**config.mk**
```make
export PLATFORM = sky130hd
export DESIGN_NAME = life_generation_stencil
export DESIGN_NICKNAME = d
export VERILOG_FILES = /design/src/hdl/lgs_pkg.sv /design/src/hdl/lgs_window_cell.sv /design/src/hdl/lgs_line_buffer.sv /design/src/hdl/lgs_pos_divider.sv /design/src/hdl/life_generation_stencil.sv
export SDC_FILE = /design/constraint.sdc
export NUM_CORES = 1
export LEC_CHECK = 0
export BUFFER_PORTS_ARGS = -buffer_cell sky130_fd_sc_hd__buf_4
export CORE_MARGIN = 4
export CORE_UTILIZATION = 43
export CTS_BUF_LIST = sky130_fd_sc_hd__clkbuf_16
export CTS_CLUSTER_SIZE = 25
export DETAILED_ROUTE_END_ITERATION = 7
export PLACE_DENSITY_LB_ADDON = 0.2
export SETUP_SLACK_MARGIN = 0.15
export SYNTH_ARGS = -nofsm -noshare
export SYNTH_HDL_FRONTEND = slang
export SYNTH_HIERARCHICAL = 1
export SYNTH_SLANG_ARGS = --single-unit
```
**constraint.sdc**
```tcl
create_clock -name clk -period 7.3 [get_ports clk]
set_input_delay 2.19 -clock clk [delete_from_list [all_inputs] [get_ports clk]]
set_output_delay 2.19 -clock clk [all_outputs]
set_load 0.02 [all_outputs]
```
**src/hdl/lgs_pkg.sv**
```systemverilog
// shared types, constants and the life rule for the life generation stencil
`default_nettype none

package lgs_pkg;

    // fixed field widths
    localparam int CELL_W     = 8;
    localparam int DIM_W      = 9;
    localparam int CFG_ADDR_W = 2;
    localparam int CFG_DATA_W = 9;

    // byte of a live cell, in and out
    localparam logic [CELL_W-1:0] ALIVE_BYTE = 8'hFF;

    // command carried on tuser
    localparam logic CMD_CELL = 1'b0;

    // register reset values
    localparam logic [DIM_W-1:0]  FRAME_WIDTH_RESET  = 9'd200;
    localparam logic [DIM_W-1:0]  FRAME_HEIGHT_RESET = 9'd200;
    localparam logic [CELL_W-1:0] DEAD_MARK_RESET    = 8'd0;

    // configuration register indices
    typedef enum logic [CFG_ADDR_W-1:0] {
        REG_FRAME_WIDTH  = 2'd0,
        REG_FRAME_HEIGHT = 2'd1,
        REG_DEAD_MARK    = 2'd2
    } reg_index_t;

    // control sequence of the top level
    typedef enum logic [2:0] {
        ST_CLEAR,
        ST_START,
        ST_DIVIDE,
        ST_LOAD,
        ST_RUN
    } state_t;

    // b3/s23 on a 3x3 window, centre is bit 4
    function automatic logic life_rule(input logic [8:0] win);
        logic [3:0] n;
        n = 4'd0;
        for (int i = 0; i < 9; i++)
        begin
            if (i != 4)
            begin
                n = n + 4'(win[i]);
            end
        end
        if (win[4])
        begin
            return (n == 4'd2) || (n == 4'd3);
        end
        return n == 4'd3;
    endfunction

endpackage

`default_nettype wire

```
**src/hdl/lgs_window_cell.sv**
```systemverilog
// one column cell of the 3x3 window chain
`default_nettype none

module lgs_window_cell
(
    input  wire logic       clk,
    input  wire logic       rst_n,
    input  wire logic       shift,
    input  wire logic       flush,
    input  wire logic [2:0] d,
    output logic      [2:0] q,
    output logic      [2:0] q_next
);

    logic [2:0] col_reg;

    // flush empties the cell at the start of a row
    always_comb
    begin
        q_next = col_reg;
        if (shift)
        begin
            q_next = flush ? 3'b000 : d;
        end
    end

    always_ff @(posedge clk or negedge rst_n)
    begin
        if (!rst_n)
        begin
            col_reg <= 3'b000;
        end
        else
        begin
            col_reg <= q_next;
        end
    end

    assign q = col_reg;

endmodule

`default_nettype wire

```
**src/hdl/lgs_line_buffer.sv**
```systemverilog
// two-line buffer memory, one entry per column, with clearing pass after reset
`default_nettype none

module lgs_line_buffer
#(
    parameter int DEPTH = 256
)
(
    input  wire logic                     clk,
    input  wire logic                     rst_n,
    input  wire logic                     wr_en,
    input  wire logic [$clog2(DEPTH)-1:0] wr_addr,
    input  wire logic [1:0]               wr_data,
    input  wire logic                     rd_en,
    input  wire logic [$clog2(DEPTH)-1:0] rd_addr,
    output logic      [1:0]               rd_data,
    output logic                          clearing
);

    localparam int A_W = $clog2(DEPTH);

    // bit 0 middle line, bit 1 upper line
    logic [1:0]     mem [DEPTH];
    logic [1:0]     rd_data_reg;
    logic [A_W-1:0] clr_cnt_reg;
    logic [A_W-1:0] clr_cnt_next;
    logic           clr_done_reg;
    logic           clr_done_next;
    logic           mem_we;
    logic [A_W-1:0] mem_waddr;
    logic [1:0]     mem_wdata;

    always_comb
    begin
        clr_cnt_next  = clr_cnt_reg;
        clr_done_next = clr_done_reg;
        if (!clr_done_reg)
        begin
            clr_cnt_next = clr_cnt_reg + A_W'(1);
            if (clr_cnt_reg == A_W'(DEPTH - 1))
            begin
                clr_done_next = 1'b1;
            end
        end
    end

    always_ff @(posedge clk or negedge rst_n)
    begin
        if (!rst_n)
        begin
            clr_cnt_reg  <= '0;
            clr_done_reg <= 1'b0;
        end
        else
        begin
            clr_cnt_reg  <= clr_cnt_next;
            clr_done_reg <= clr_done_next;
        end
    end

    assign mem_we    = !clr_done_reg || wr_en;
    assign mem_waddr = clr_done_reg ? wr_addr : clr_cnt_reg;
    assign mem_wdata = clr_done_reg ? wr_data : 2'b00;

    // write-through when the next column is the one being written
    always_ff @(posedge clk)
    begin
        if (mem_we)
        begin
            mem[mem_waddr] <= mem_wdata;
        end
        if (rd_en)
        begin
            rd_data_reg <= (wr_en && (wr_addr == rd_addr)) ? wr_data : mem[rd_addr];
        end
    end

    assign rd_data  = rd_data_reg;
    assign clearing = !clr_done_reg;

endmodule

`default_nettype wire

```
**src/hdl/lgs_pos_divider.sv**
```systemverilog
// restoring divider, one quotient bit per cycle, splits position into row and column
`default_nettype none

module lgs_pos_divider
#(
    parameter int NUM_W = 17,
    parameter int DEN_W = 9
)
(
    input  wire logic             clk,
    input  wire logic             rst_n,
    input  wire logic             start,
    input  wire logic [NUM_W-1:0] num,
    input  wire logic [DEN_W-1:0] den,
    output logic      [NUM_W-1:0] quo,
    output logic      [DEN_W-1:0] rem,
    output logic                  done
);

    localparam int CNT_W = $clog2(NUM_W + 1);

    logic [NUM_W-1:0] quo_reg;
    logic [DEN_W-1:0] rem_reg;
    logic [DEN_W-1:0] den_reg;
    logic [CNT_W-1:0] cnt_reg;
    logic             done_reg;
    logic [DEN_W:0]   trial;
    logic [DEN_W:0]   diff;
    logic             fits;
    logic [DEN_W-1:0] rem_next;

    always_comb
    begin
        trial    = {rem_reg, quo_reg[NUM_W-1]};
        diff     = trial - {1'b0, den_reg};
        fits     = trial >= {1'b0, den_reg};
        rem_next = fits ? diff[DEN_W-1:0] : trial[DEN_W-1:0];
    end

    always_ff @(posedge clk or negedge rst_n)
    begin
        if (!rst_n)
        begin
            cnt_reg  <= '0;
            done_reg <= 1'b0;
        end
        else if (start)
        begin
            cnt_reg  <= CNT_W'(NUM_W);
            done_reg <= 1'b0;
        end
        else if (cnt_reg != '0)
        begin
            cnt_reg  <= cnt_reg - CNT_W'(1);
            done_reg <= (cnt_reg == CNT_W'(1));
        end
        else
        begin
            done_reg <= 1'b0;
        end
    end

    always_ff @(posedge clk)
    begin
        if (start)
        begin
            quo_reg <= num;
            rem_reg <= '0;
            den_reg <= den;
        end
        else if (cnt_reg != '0)
        begin
            quo_reg <= {quo_reg[NUM_W-2:0], fits};
            rem_reg <= rem_next;
        end
    end

    assign quo  = quo_reg;
    assign rem  = rem_reg;
    assign done = done_reg;

endmodule

`default_nettype wire

```
**src/hdl/life_generation_stencil.sv**
```systemverilog
// top level: one b3/s23 life generation over a raster-order cell stream
//
// cells arrive one per transaction in raster order and the block takes one transaction
// per clock while s_tready is high, set by the single read-modify-write of the line
// buffer memory per column; a cell is alive when its byte is 255 and tuser is low, and
// cells outside the frame count as dead. the result for a cell comes out frame_width+1
// transactions after the cell went in, so a frame of width*height cells is followed by
// width+1 flush transactions (tuser high) to push out its tail; the last result of a
// frame carries tlast and the next transaction starts a new frame. a dead cell is sent
// as the dead_mark byte. a two-entry output queue lets input continue while one result
// waits. after reset the line buffer is swept to dead, and s_tready stays low through
// the sweep and the load state after it. each configuration write after the sweep holds
// s_tready low while the current position is split again into row and column by a
// bit-serial divider; write configuration only with no results outstanding.
`default_nettype none

module life_generation_stencil
#(
    parameter int MAX_WIDTH  = 256,
    parameter int MAX_HEIGHT = 256
)
(
    input  wire logic                             clk,
    input  wire logic                             rst_n,
    // input stream
    input  wire logic                             s_tvalid,
    output logic                                  s_tready,
    input  wire logic [lgs_pkg::CELL_W-1:0]       s_tdata,   // [7:0] cell_value
    input  wire logic                             s_tuser,   // [0] command
    // output stream
    output logic                                  m_tvalid,
    input  wire logic                             m_tready,
    output logic      [lgs_pkg::CELL_W-1:0]       m_tdata,   // [7:0] next_value
    output logic                                  m_tlast,   // frame_end
    // configuration writes
    input  wire logic                             cfg_we,
    input  wire logic [lgs_pkg::CFG_ADDR_W-1:0]   cfg_addr,
    input  wire logic [lgs_pkg::CFG_DATA_W-1:0]   cfg_data
);

    localparam int C_W  = $clog2(MAX_WIDTH);                           // column index
    localparam int WC_W = $clog2(MAX_WIDTH + 1);                       // clamped width
    localparam int HC_W = $clog2(MAX_HEIGHT + 1);                      // clamped height
    localparam int P_W  = $clog2(MAX_WIDTH * MAX_HEIGHT + MAX_WIDTH + 1); // input position
    localparam int O_W  = $clog2(MAX_WIDTH * MAX_HEIGHT);              // output position
    localparam int WH_W = $clog2(MAX_WIDTH * MAX_HEIGHT + 1);          // cells per frame
    localparam int PR_W = WC_W + HC_W;

    localparam int DIM_W  = lgs_pkg::DIM_W;
    localparam int CELL_W = lgs_pkg::CELL_W;

    // configuration registers
    logic [DIM_W-1:0]  fw_reg;
    logic [DIM_W-1:0]  fh_reg;
    logic [CELL_W-1:0] dm_reg;

    // clamped frame size and cells per frame
    logic [WC_W-1:0]   wc;
    logic [HC_W-1:0]   hc;
    logic [PR_W-1:0]   wh_prod;
    logic [WH_W-1:0]   wh_reg;

    // control sequence
    lgs_pkg::state_t   state_reg;
    lgs_pkg::state_t   state_next;

    // stream position: raw position, row and column in the frame, results given
    logic [P_W-1:0]    p_reg;
    logic [P_W-1:0]    p_next;
    logic [P_W-1:0]    r_reg;
    logic [P_W-1:0]    r_next;
    logic [C_W-1:0]    c_reg;
    logic [C_W-1:0]    c_next;
    logic [O_W-1:0]    out_pos_reg;
    logic [O_W-1:0]    out_pos_next;

    // next state of the last cell of a row, held until it comes round
    logic              edge_reg;
    logic              edge_next;

    // per-transaction datapath
    logic              accept;
    logic              cell_bot;
    logic              cell_mid;
    logic              cell_top;
    logic [2:0]        col;
    logic              col_first;
    logic              col_last;
    logic              has_result;
    logic              frame_last;
    logic              alive;
    logic [CELL_W-1:0] res_data;
    logic [8:0]        win_next;

    // line buffer
    logic [1:0]        lb_rd_data;
    logic              lb_clearing;
    logic              lb_rd_en;

    // position divider
    logic              div_start;
    logic [P_W-1:0]    div_quo;
    logic [WC_W-1:0]   div_rem;
    logic              div_done;

    // window chain
    logic [2:0]        cell0_q;
    logic [2:0]        cell1_q;
    logic [2:0]        cell2_q;
    logic [2:0]        cell0_next;
    logic [2:0]        cell1_next;
    logic [2:0]        cell2_next;

    // output queue, entry 0 is the head
    logic [1:0]        cnt_reg;
    logic [1:0]        cnt_next;
    logic [CELL_W-1:0] q0_data_reg;
    logic              q0_last_reg;
    logic [CELL_W-1:0] q1_data_reg;
    logic              q1_last_reg;
    logic              push;
    logic              pop;

    // ------------------------------------------------------------------
    // configuration registers
    // ------------------------------------------------------------------
    always_ff @(posedge clk or negedge rst_n)
    begin
        if (!rst_n)
        begin
            fw_reg <= lgs_pkg::FRAME_WIDTH_RESET;
            fh_reg <= lgs_pkg::FRAME_HEIGHT_RESET;
            dm_reg <= lgs_pkg::DEAD_MARK_RESET;
        end
        else if (cfg_we)
        begin
            case (cfg_addr)
                lgs_pkg::REG_FRAME_WIDTH:  fw_reg <= cfg_data;
                lgs_pkg::REG_FRAME_HEIGHT: fh_reg <= cfg_data;
                lgs_pkg::REG_DEAD_MARK:    dm_reg <= cfg_data[CELL_W-1:0];
                default:                   ;
            endcase
        end
    end

    // zero counts as one, larger values saturate at the maximum
    always_comb
    begin
        if (fw_reg == '0)
        begin
            wc = WC_W'(1);
        end
        else if (32'(fw_reg) > MAX_WIDTH)
        begin
            wc = WC_W'(MAX_WIDTH);
        end
        else
        begin
            wc = WC_W'(fw_reg);
        end

        if (fh_reg == '0)
        begin
            hc = HC_W'(1);
        end
        else if (32'(fh_reg) > MAX_HEIGHT)
        begin
            hc = HC_W'(MAX_HEIGHT);
        end
        else
        begin
            hc = HC_W'(fh_reg);
        end

        wh_prod = PR_W'(wc) * PR_W'(hc);
    end

    // registered product, settles long before the position recompute ends
    always_ff @(posedge clk)
    begin
        wh_reg <= wh_prod[WH_W-1:0];
    end

    // ------------------------------------------------------------------
    // control sequence: clearing pass, position recompute, streaming
    // ------------------------------------------------------------------
    always_comb
    begin
        state_next = state_reg;
        case (state_reg)
            lgs_pkg::ST_CLEAR:
            begin
                if (!lb_clearing)
                begin
                    state_next = lgs_pkg::ST_LOAD;
                end
            end
            lgs_pkg::ST_START:  state_next = lgs_pkg::ST_DIVIDE;
            lgs_pkg::ST_DIVIDE:
            begin
                if (div_done)
                begin
                    state_next = lgs_pkg::ST_LOAD;
                end
            end
            lgs_pkg::ST_LOAD:   state_next = lgs_pkg::ST_RUN;
            lgs_pkg::ST_RUN:    state_next = lgs_pkg::ST_RUN;
            default:            state_next = lgs_pkg::ST_CLEAR;
        endcase
        // a new width may move the column of the current position
        if (cfg_we && (state_reg != lgs_pkg::ST_CLEAR))
        begin
            state_next = lgs_pkg::ST_START;
        end
    end

    always_ff @(posedge clk or negedge rst_n)
    begin
        if (!rst_n)
        begin
            state_reg <= lgs_pkg::ST_CLEAR;
        end
        else
        begin
            state_reg <= state_next;
        end
    end

    assign div_start = (state_reg == lgs_pkg::ST_START);
    assign s_tready  = (state_reg == lgs_pkg::ST_RUN) && (cnt_reg != 2'd2);
    assign accept    = s_tvalid && s_tready;

    // ------------------------------------------------------------------
    // cell column: new bottom cell, previous two rows from the line buffer
    // ------------------------------------------------------------------
    always_comb
    begin
        cell_bot   = (s_tuser == lgs_pkg::CMD_CELL) && (s_tdata == lgs_pkg::ALIVE_BYTE)
                     && (r_reg < P_W'(hc));
        cell_mid   = (r_reg != '0) && lb_rd_data[0];
        cell_top   = (r_reg >= P_W'(2)) && lb_rd_data[1];
        col        = {cell_bot, cell_mid, cell_top};
        col_first  = (c_reg == '0);
        col_last   = (WC_W'(c_reg) == (wc - WC_W'(1)));
        has_result = p_reg >= (P_W'(wc) + P_W'(1));
        frame_last = (WH_W'(out_pos_reg) + WH_W'(1)) >= wh_reg;
    end

    // window chain, newest column in cell 0
    lgs_window_cell u_cell0
    (
        .clk    (clk),
        .rst_n  (rst_n),
        .shift  (accept),
        .flush  (1'b0),
        .d      (col),
        .q      (cell0_q),
        .q_next (cell0_next)
    );

    lgs_window_cell u_cell1
    (
        .clk    (clk),
        .rst_n  (rst_n),
        .shift  (accept),
        .flush  (col_first),
        .d      (cell0_q),
        .q      (cell1_q),
        .q_next (cell1_next)
    );

    lgs_window_cell u_cell2
    (
        .clk    (clk),
        .rst_n  (rst_n),
        .shift  (accept),
        .flush  (col_first),
        .d      (cell1_q),
        .q      (cell2_q),
        .q_next (cell2_next)
    );

    assign win_next = {cell2_next, cell1_next, cell0_next};

    // first column of a row takes the result saved at the end of the row before
    always_comb
    begin
        alive     = col_first ? edge_reg : lgs_pkg::life_rule(win_next);
        res_data  = alive ? lgs_pkg::ALIVE_BYTE : dm_reg;
        edge_next = edge_reg;
        if (accept && col_last)
        begin
            edge_next = lgs_pkg::life_rule({win_next[5:0], 3'b000});
        end
    end

    // ------------------------------------------------------------------
    // position counters
    // ------------------------------------------------------------------
    always_comb
    begin
        p_next       = p_reg;
        r_next       = r_reg;
        c_next       = c_reg;
        out_pos_next = out_pos_reg;
        if (accept)
        begin
            if (has_result && frame_last)
            begin
                p_next       = '0;
                r_next       = '0;
                c_next       = '0;
                out_pos_next = '0;
            end
            else
            begin
                p_next = p_reg + P_W'(1);
                if (has_result)
                begin
                    out_pos_next = out_pos_reg + O_W'(1);
                end
                if (col_last)
                begin
                    c_next = '0;
                    r_next = r_reg + P_W'(1);
                end
                else
                begin
                    c_next = c_reg + C_W'(1);
                end
            end
        end
        else if ((state_reg == lgs_pkg::ST_DIVIDE) && div_done)
        begin
            r_next = div_quo;
            c_next = div_rem[C_W-1:0];
        end
    end

    always_ff @(posedge clk or negedge rst_n)
    begin
        if (!rst_n)
        begin
            p_reg       <= '0;
            r_reg       <= '0;
            c_reg       <= '0;
            out_pos_reg <= '0;
            edge_reg    <= 1'b0;
        end
        else
        begin
            p_reg       <= p_next;
            r_reg       <= r_next;
            c_reg       <= c_next;
            out_pos_reg <= out_pos_next;
            edge_reg    <= edge_next;
        end
    end

    // ------------------------------------------------------------------
    // line buffer: write this column, fetch the next one
    // ------------------------------------------------------------------
    assign lb_rd_en = accept || (state_reg == lgs_pkg::ST_LOAD);

    lgs_line_buffer
    #(
        .DEPTH (MAX_WIDTH)
    )
    u_line_buffer
    (
        .clk      (clk),
        .rst_n    (rst_n),
        .wr_en    (accept),
        .wr_addr  (c_reg),
        .wr_data  ({cell_mid, cell_bot}),
        .rd_en    (lb_rd_en),
        .rd_addr  (c_next),
        .rd_data  (lb_rd_data),
        .clearing (lb_clearing)
    );

    // ------------------------------------------------------------------
    // row and column of the current position after a width change
    // ------------------------------------------------------------------
    lgs_pos_divider
    #(
        .NUM_W (P_W),
        .DEN_W (WC_W)
    )
    u_pos_divider
    (
        .clk   (clk),
        .rst_n (rst_n),
        .start (div_start),
        .num   (p_reg),
        .den   (wc),
        .quo   (div_quo),
        .rem   (div_rem),
        .done  (div_done)
    );

    // ------------------------------------------------------------------
    // output queue, two entries
    // ------------------------------------------------------------------
    assign push = accept && has_result;
    assign pop  = (cnt_reg != 2'd0) && m_tready;

    always_comb
    begin
        cnt_next = cnt_reg;
        if (push && !pop)
        begin
            cnt_next = cnt_reg + 2'd1;
        end
        else if (pop && !push)
        begin
            cnt_next = cnt_reg - 2'd1;
        end
    end

    always_ff @(posedge clk or negedge rst_n)
    begin
        if (!rst_n)
        begin
            cnt_reg <= 2'd0;
        end
        else
        begin
            cnt_reg <= cnt_next;
        end
    end

    always_ff @(posedge clk)
    begin
        if (pop)
        begin
            if (push && (cnt_reg == 2'd1))
            begin
                q0_data_reg <= res_data;
                q0_last_reg <= frame_last;
            end
            else
            begin
                q0_data_reg <= q1_data_reg;
                q0_last_reg <= q1_last_reg;
            end
            if (push && (cnt_reg == 2'd2))
            begin
                q1_data_reg <= res_data;
                q1_last_reg <= frame_last;
            end
        end
        else if (push)
        begin
            if (cnt_reg == 2'd0)
            begin
                q0_data_reg <= res_data;
                q0_last_reg <= frame_last;
            end
            else
            begin
                q1_data_reg <= res_data;
                q1_last_reg <= frame_last;
            end
        end
    end

    assign m_tvalid = (cnt_reg != 2'd0);
    assign m_tdata  = q0_data_reg;
    assign m_tlast  = q0_last_reg;

endmodule

`default_nettype wire

```
==> results of run 1 <==
[power breakdown]
part	internal (mW)	switching (mW)
clock network	2.50	1.64
registers	4.59	0.286
logic	1.51	2.04
total	8.60	3.97
[metrics by stage]
step	std cells	total power, mW	setup WS, ns	hold slack [ns]	instance area [um^2]
3_3_place_gp	3650	8.42	0.443	0.468	35900
3_5_place_dp	3650	8.49	0.400	0.473	35900
2_1_floorplan	2650	7.50	0.397	0.436	34500
4_1_cts	3792	12.7	0.495	0.497	38700
5_1_grt	3795	13.3	0.282	0.521	38700
6_report	3795	12.6	0.869	0.486	38700
[critical path, stage by stage (launching register included)]
cell and delay [ns]:
dfrtp_2 0.54, inv_2 0.34, nand2_1 0.30, inv_1 0.35, ha_1 0.33, a41oi_1 0.19
ha_1 0.34, a211o_1 0.30, a21oi_1 0.12, o31ai_1 0.09, a31oi_1 0.42, o31ai_2 0.26
nor2_2 0.29, nand2_1 0.09, o211ai_1 0.27, buf_12 0.30, and2_1 0.66, a221oi_1 0.23
o21ai_0 0.17, and3_1 0.24, nand4b_1 0.12, nand4b_1 0.11, nand3_1 0.10
[synth_stat cells, drive strengths merged (21+ instances only)]
| cell | instances |
|---|---|
| mux2i | 52 |
| nor2 | 389 |
| o21ai | 93 |
| buf | 49 |
| nand3b | 21 |
| edfxtp | 558 |
| nor3 | 38 |
| and3 | 21 |
| fa | 56 |
| mux4 | 112 |
| xor2 | 33 |
| a21oi | 46 |
| clkbuf | 84 |
| nand2 | 190 |
| inv | 162 |
| dfrtp | 108 |
| nand3 | 75 |
| ha | 107 |
| xnor2 | 48 |
| nand2b | 26 |
| mux2 | 56 |
| dfxtp | 26 |
[kinds of logic after synthesis]
group | after synthesis | share of synthesized area (%)
simple gates | 874 | 11.7
xor+xnor | 81 | 2.06
buf+inv | 299 | 3.76
compound gates | 312 | 6.26
flops | 698 | 58.4
mux | 220 | 10.7
other cells | 2 | 0.0218
fa+ha+maj | 163 | 7.13
[layout make-up]
| class | instances | area (um^2) |
|---|---|---|
| inverters | 166 | 626 |
| well taps | 1050 | 1310 |
| multi-input cells | 1653 | 13100 |
| repair buffers | 86 | 796 |
| flip-flops and latches | 698 | 20100 |
| fillers | 6944 | 40500 |
| clock inverters | 64 | 806 |
| clock buffers | 78 | 1950 |
[layer usage]
metal	track usage, %	wire [um]
met1	26.2	35700
met2	33.7	41900
met3	2.97	4010
met4	5.45	2100
met5	0	0
[timing repair]
item,CTS,global route
gates resized for setup,0,4
setup buffers,0,3
endpoints found under the setup margin,0,2
[final timing paths]
kind,slack (ns),endpoint,startpoint,depth (start not counted)
setup / recovery,0.87,u_line_buffer/rd_data[0],fw_reg[8],22
hold / removal,0.49,r_reg[7],u_pos_divider/quo[7],2
setup reg to reg,0.87,u_line_buffer/rd_data[0],fw_reg[8],22
hold reg to reg,0.49,r_reg[7],u_pos_divider/quo[7],2
max in group asynchronous,4.30,fw_reg[8],rst_n,2
min in group asynchronous,1.63,p_reg[15],rst_n,1
==> run_results.csv, run 1 <==
group,metric,value,unit
timing,setup_viol,0,
floorplan,core,0.0793,mm^2
yosys,synthArstFlopShare,16.3,%
yosys,synth_area_leaders,"edfxtp_1 49%, dfrtp_1 7.8%, mux4_2 7.0%, nor2_1 4.2%, ha_1 3.9%",
grt,grt_pass1_vias,22100,
final_layout,largest_reg_flops,512,
grt,grt_max_degree,125,
yosys,yosys.area.top_type,"edfxtp_1",
final_layout,post-route-util,48.9,%
timing,min_period_over_period,88.1,%
outcome,status,"completed",
detailed_routing,drt_iter0_drc,1902,
detailed_routing,vias,21500,
grt,antenna_found_initial,0,
floorplan,start_util,43.5,%
critical_path,crit_type,"reg2reg",
final_layout,fin_nets,2870,
place,portBuffers,35,
yosys,synth-seq-area-share,58.4,%
yosys,yosysTopAreaCellShare,48.6,%
timing,fmax,155,MHz
floorplan,fp.dieW,291,um
yosys,syn-mean-instance-area,13.0,um^2
job,max_cap_violations,0,
clock_network,cts.path.max_buffers,3,
timing,grt_setup_unrepaired,"false",
yosys,synth_warnings,6,
final_layout,top_register,"u_line_buffer/mem",
grt,grt_pass1_wl,131,mm
final_layout,mostFrequentLayoutCell,"edfxtp_1",
yosys,synth_edf_count,558,
timing,period_needed,6.43,ns
clock_network,ctsHtreeMaxLevel,3,
pwr,power.density,325,mW/mm^2
critical_path,worstPathArrival,6.81,ns
final_layout,drive_gt1_share,15.5,%
final_layout,syn_to_final_growth,12.4,%
hold_path,hp-class,"reg2reg",
clock_network,cts-hold-fix-buffers,0,
floorplan,dieArea,0.0848,mm^2
place,post-dp-hpwl,55.9,mm
grt,grt_util_all_layers,19.7,%
clock_network,clkLatencyLatePin,0.63,ns
timing,drv_slew,0,
critical_path,critPathRequiredTime,7.67,ns
pwr,leakagePower,13.9,nW
detailed_routing,ant_nets,0,
place,place.gp.congestion,0.856,
critical_path,worst_setup_path_start_kind,"register",
critical_path,critPathCaptureType,"register",
detailed_routing,first_pass_iters,6,
grt,overflow,0,
pwr,peakVddDrop,205,uV
clock_network,clk_pin_slew,0.06,ns
final_layout,layout_common_cells,"558 x edfxtp_1, 388 x nor2_1, 186 x nand2_1, 172 x inv_1",
yosys,synthCells,2649,
detailed_routing,wl,83.8,mm
timing,tns,0,ns
yosys,ys_ff_latch,698,
yosys,ys_types,96,
detailed_routing,remaining_drc_errors,0,
yosys,synth.cell_area,0.0345,mm^2
clock_network,cts_root_buf,"clkbuf_16",
timing,hold_viol_final,0,
floorplan,die_h,291,um
final_layout,num_antenna_cells,0,
clock_network,cts_buffers,77,
yosys,synthFlopType,"edfxtp_1",
detailed_routing,via_per_inst,5.67,
clock_network,cts_sinks,698,
critical_path,crit_fanout,33,
detailed_routing,avgRoutedWirePerCell,22.1,um
floorplan,ioPinCount,36,
timing,fin_skew,0.0231,ns
timing,tightest_slew,1.22,ns
clock_network,cts_tree,"done",
floorplan,num_rows,103,
timing,slew_headroom,18.5,%
Power figures use the tool's default switching activity.
==> inputs of run 2 (changes only) <==
CORE_ASPECT_RATIO = 0.75   (was unset)
==> run 2 against run 1 <==
  * Critical path depth grew 1
  * Largest power group unchanged
  * Clock skew shrank 0.0015 ns
  * Combinational power grew 3%
  * Sequential power is essentially flat
  * Clock power shrank 9.6%
  * Register-to-register slack lost 0.17 ns
  * Clock-buffer cell count shrank 4
  * Global-route usage grew 1.2 points
  * Cell count is essentially flat
  * Maximum frequency shrank 2.6%
==> run_results.csv, run 2 (synthesis gave the netlist of run 1 again) <==
group,metric,value,unit
place,portBuffers,35,
critical_path,cpPeakStageDelay,0.65,ns
grt,overflow,0,
grt,grt_util_all_layers,20.8,%
timing,drv_slew,0,
timing,slew_headroom,8.85,%
timing,min_period_over_period,90.5,%
final_layout,n_fill_cell,6891,
critical_path,reg2reg_depth,23,
final_layout,num_antenna_cells,0,
grt,antenna_found_initial,0,
final_layout,mostFrequentLayoutCell,"edfxtp_1",
floorplan,dieArea,0.0848,mm^2
grt,grt_pass1_wl,134,mm
final_layout,fin_area,0.0385,mm^2
critical_path,critPathRequiredTime,7.65,ns
clock_network,cts_root_buf,"clkbuf_16",
floorplan,ioPinCount,36,
final_layout,largest_reg_flops,512,
job,max_cap_violations,0,
pwr,intPower,8.28,mW
detailed_routing,avgRoutedWirePerCell,23.2,um
detailed_routing,wl,88.2,mm
clock_network,cts_tree,"done",
timing,period_needed,6.60,ns
timing,tightest_slew,1.36,ns
pwr,p_sw,4.02,mW
final_layout,layout_common_cells,"558 x edfxtp_1, 388 x nor2_1, 187 x nand2_1, 171 x inv_1",
floorplan,start_util,43.6,%
critical_path,path_cells,"ha_1 -> nand3_1 -> nor2_1 -> and3_1 -> nand3_1 -> nor2_1 -> xor2_1 -> ha_1 -> a211oi_1 -> nor2_1 -> a2111o_1 -> a211oi_1 -> buf_4 -> o31ai_2 -> o32ai_4 -> buf_4 -> mux4_2 -> a22oi_1 -> nand2_1 -> o2111ai_1 -> nand4b_1 -> nand3_1 -> nand3_1",
critical_path,r2r_setup_slack,0.70,ns
final_layout,fin_nets,2883,
place,place.gp.congestion,0.847,
detailed_routing,vias,21800,
floorplan,num_rows,89,
grt,grt_max_degree,257,
floorplan,fp.dieW,335,um
critical_path,slowest_stage,"o32ai_4",
detailed_routing,first_pass_iters,6,
clock_network,ctsHtreeMaxLevel,3,
clock_network,cts_sinks,698,
grt,grt_pass1_vias,21600,
critical_path,r2r-end,"u_line_buffer/rd_data[1]",
critical_path,critPathCaptureType,"register",
pwr,clock_power_share,30.5,%
timing,fin_skew,0.0216,ns
timing,hold_viol_final,0,
pwr,p_seq_share,39.8,%
clock_network,clkLatencyLatePin,0.62,ns
final_layout,top_register,"u_line_buffer/mem",
pwr,combPwrFrac,29.7,%
clock_network,cts.path.max_buffers,3,
critical_path,worst_setup_path_start_kind,"register",
detailed_routing,ant_nets,0,
detailed_routing,via_per_inst,5.74,
outcome,status,"completed",
final_layout,syn_to_final_growth,11.7,%
detailed_routing,remaining_drc_errors,0,
critical_path,crit_buf_inv,2,
critical_path,endpoint,"u_line_buffer/rd_data[1]",
critical_path,critPathTopFamily,"compound AO/OA/AOI/OAI gates",
clock_network,clk_pin_slew,0.06,ns
critical_path,crit_fanout,16,
timing,setup_viol,0,
timing,fmax,151,MHz
timing,tns,0,ns
clock_network,cts_buffers,73,
critical_path,crit_cells,23,
detailed_routing,drt_iter0_drc,2442,
final_layout,drive_gt1_share,15.7,%
critical_path,cp_common_cell,"nand3_1",
clock_network,cts_setup_buffers,0,
pwr,leakagePower,13.9,nW
critical_path,worstPathArrival,6.96,ns
pwr,power.density,319,mW/mm^2
pwr,netSwitchingFraction,32.7,%
hold_path,hp-class,"reg2reg",
timing,grt_setup_unrepaired,"false",
critical_path,critPathLaunch,"out_pos_reg[0]",
pwr,peakVddDrop,190,uV
critical_path,timing.rr.start,"out_pos_reg[0]",
floorplan,die_h,253,um
place,post_dp_cell_area,0.0361,mm^2
place,post-dp-hpwl,59.1,mm
floorplan,core,0.0791,mm^2
critical_path,crit_type,"reg2reg",
## run 2: worst min path at each step
stage	startpoint	end	slack, ns	cells past startpoint
CTS	u_pos_divider/quo[4]	r_reg[4]	0.50	2
floorplan	u_pos_divider/quo[4]	r_reg[4]	0.44	2
detailed placement	u_pos_divider/quo[4]	r_reg[4]	0.48	2
global route	u_pos_divider/quo[7]	r_reg[7]	0.52	2
finish	u_pos_divider/quo[4]	r_reg[4]	0.49	2
global placement	u_pos_divider/quo[7]	r_reg[7]	0.46	2
## run 2: metrics by stage
step	hold WS (ns)	power, mW	utilization, %	worst slack [ns]	std cells
after global placement	0.461	8.53	45.7	0.504	3666
after floorplan	0.436	7.50	-	0.397	2650
after detailed placement	0.480	8.60	45.7	0.465	3666
final	0.495	12.3	48.7	0.696	3798
after CTS	0.499	12.4	48.7	0.462	3798
after global routing	0.519	13.0	48.7	0.235	3798
## run 2: routing by layer
layer / track usage, % / vias to the layer above / part of all wire [%]
met1: 32.0 / 11100 / 47
met2: 30.7 / 733 / 43
met5: 0 / - / 0
met3: 3.88 / 110 / 7.6
li1: - / 9821 / -
met4: 5.18 / 0 / 2.2
## run 2: final cells by class
cell class                 count  area (um^2)  share of cell area (%)
clock buffer                  74         1850                    4.81
multi-input combinational   1653        13100                    34.0
clock inverter                58          556                    1.44
timing repair buffer         103          936                    2.43
inverter                     166          626                    1.62
tap                         1046         1310                    3.40
sequential                   698        20100                    52.3
## run 2: power groups by stage
stage                     Clock, mW  Sequential [mW]  Combinational [mW]
after floorplan                   0             4.84                2.66
after global placement            0             4.96                3.56
after detailed placement          0             4.97                3.63
after CTS                      3.85             4.89                3.65
after global routing           4.03             4.93                4.01
final                          3.75             4.89                3.65
## run 2: worst min-delay path, cell delays in order (launching register included)
cell	delay (ns)
edfxtp_1	0.35
nand2_1	0.06
nand2_1	0.05
## run 2: repair_timing
action | in CTS | in global routing
endpoints found under the setup margin | 0 | 1
resized for setup | 0 | 3
hold buffers | 0 | 0
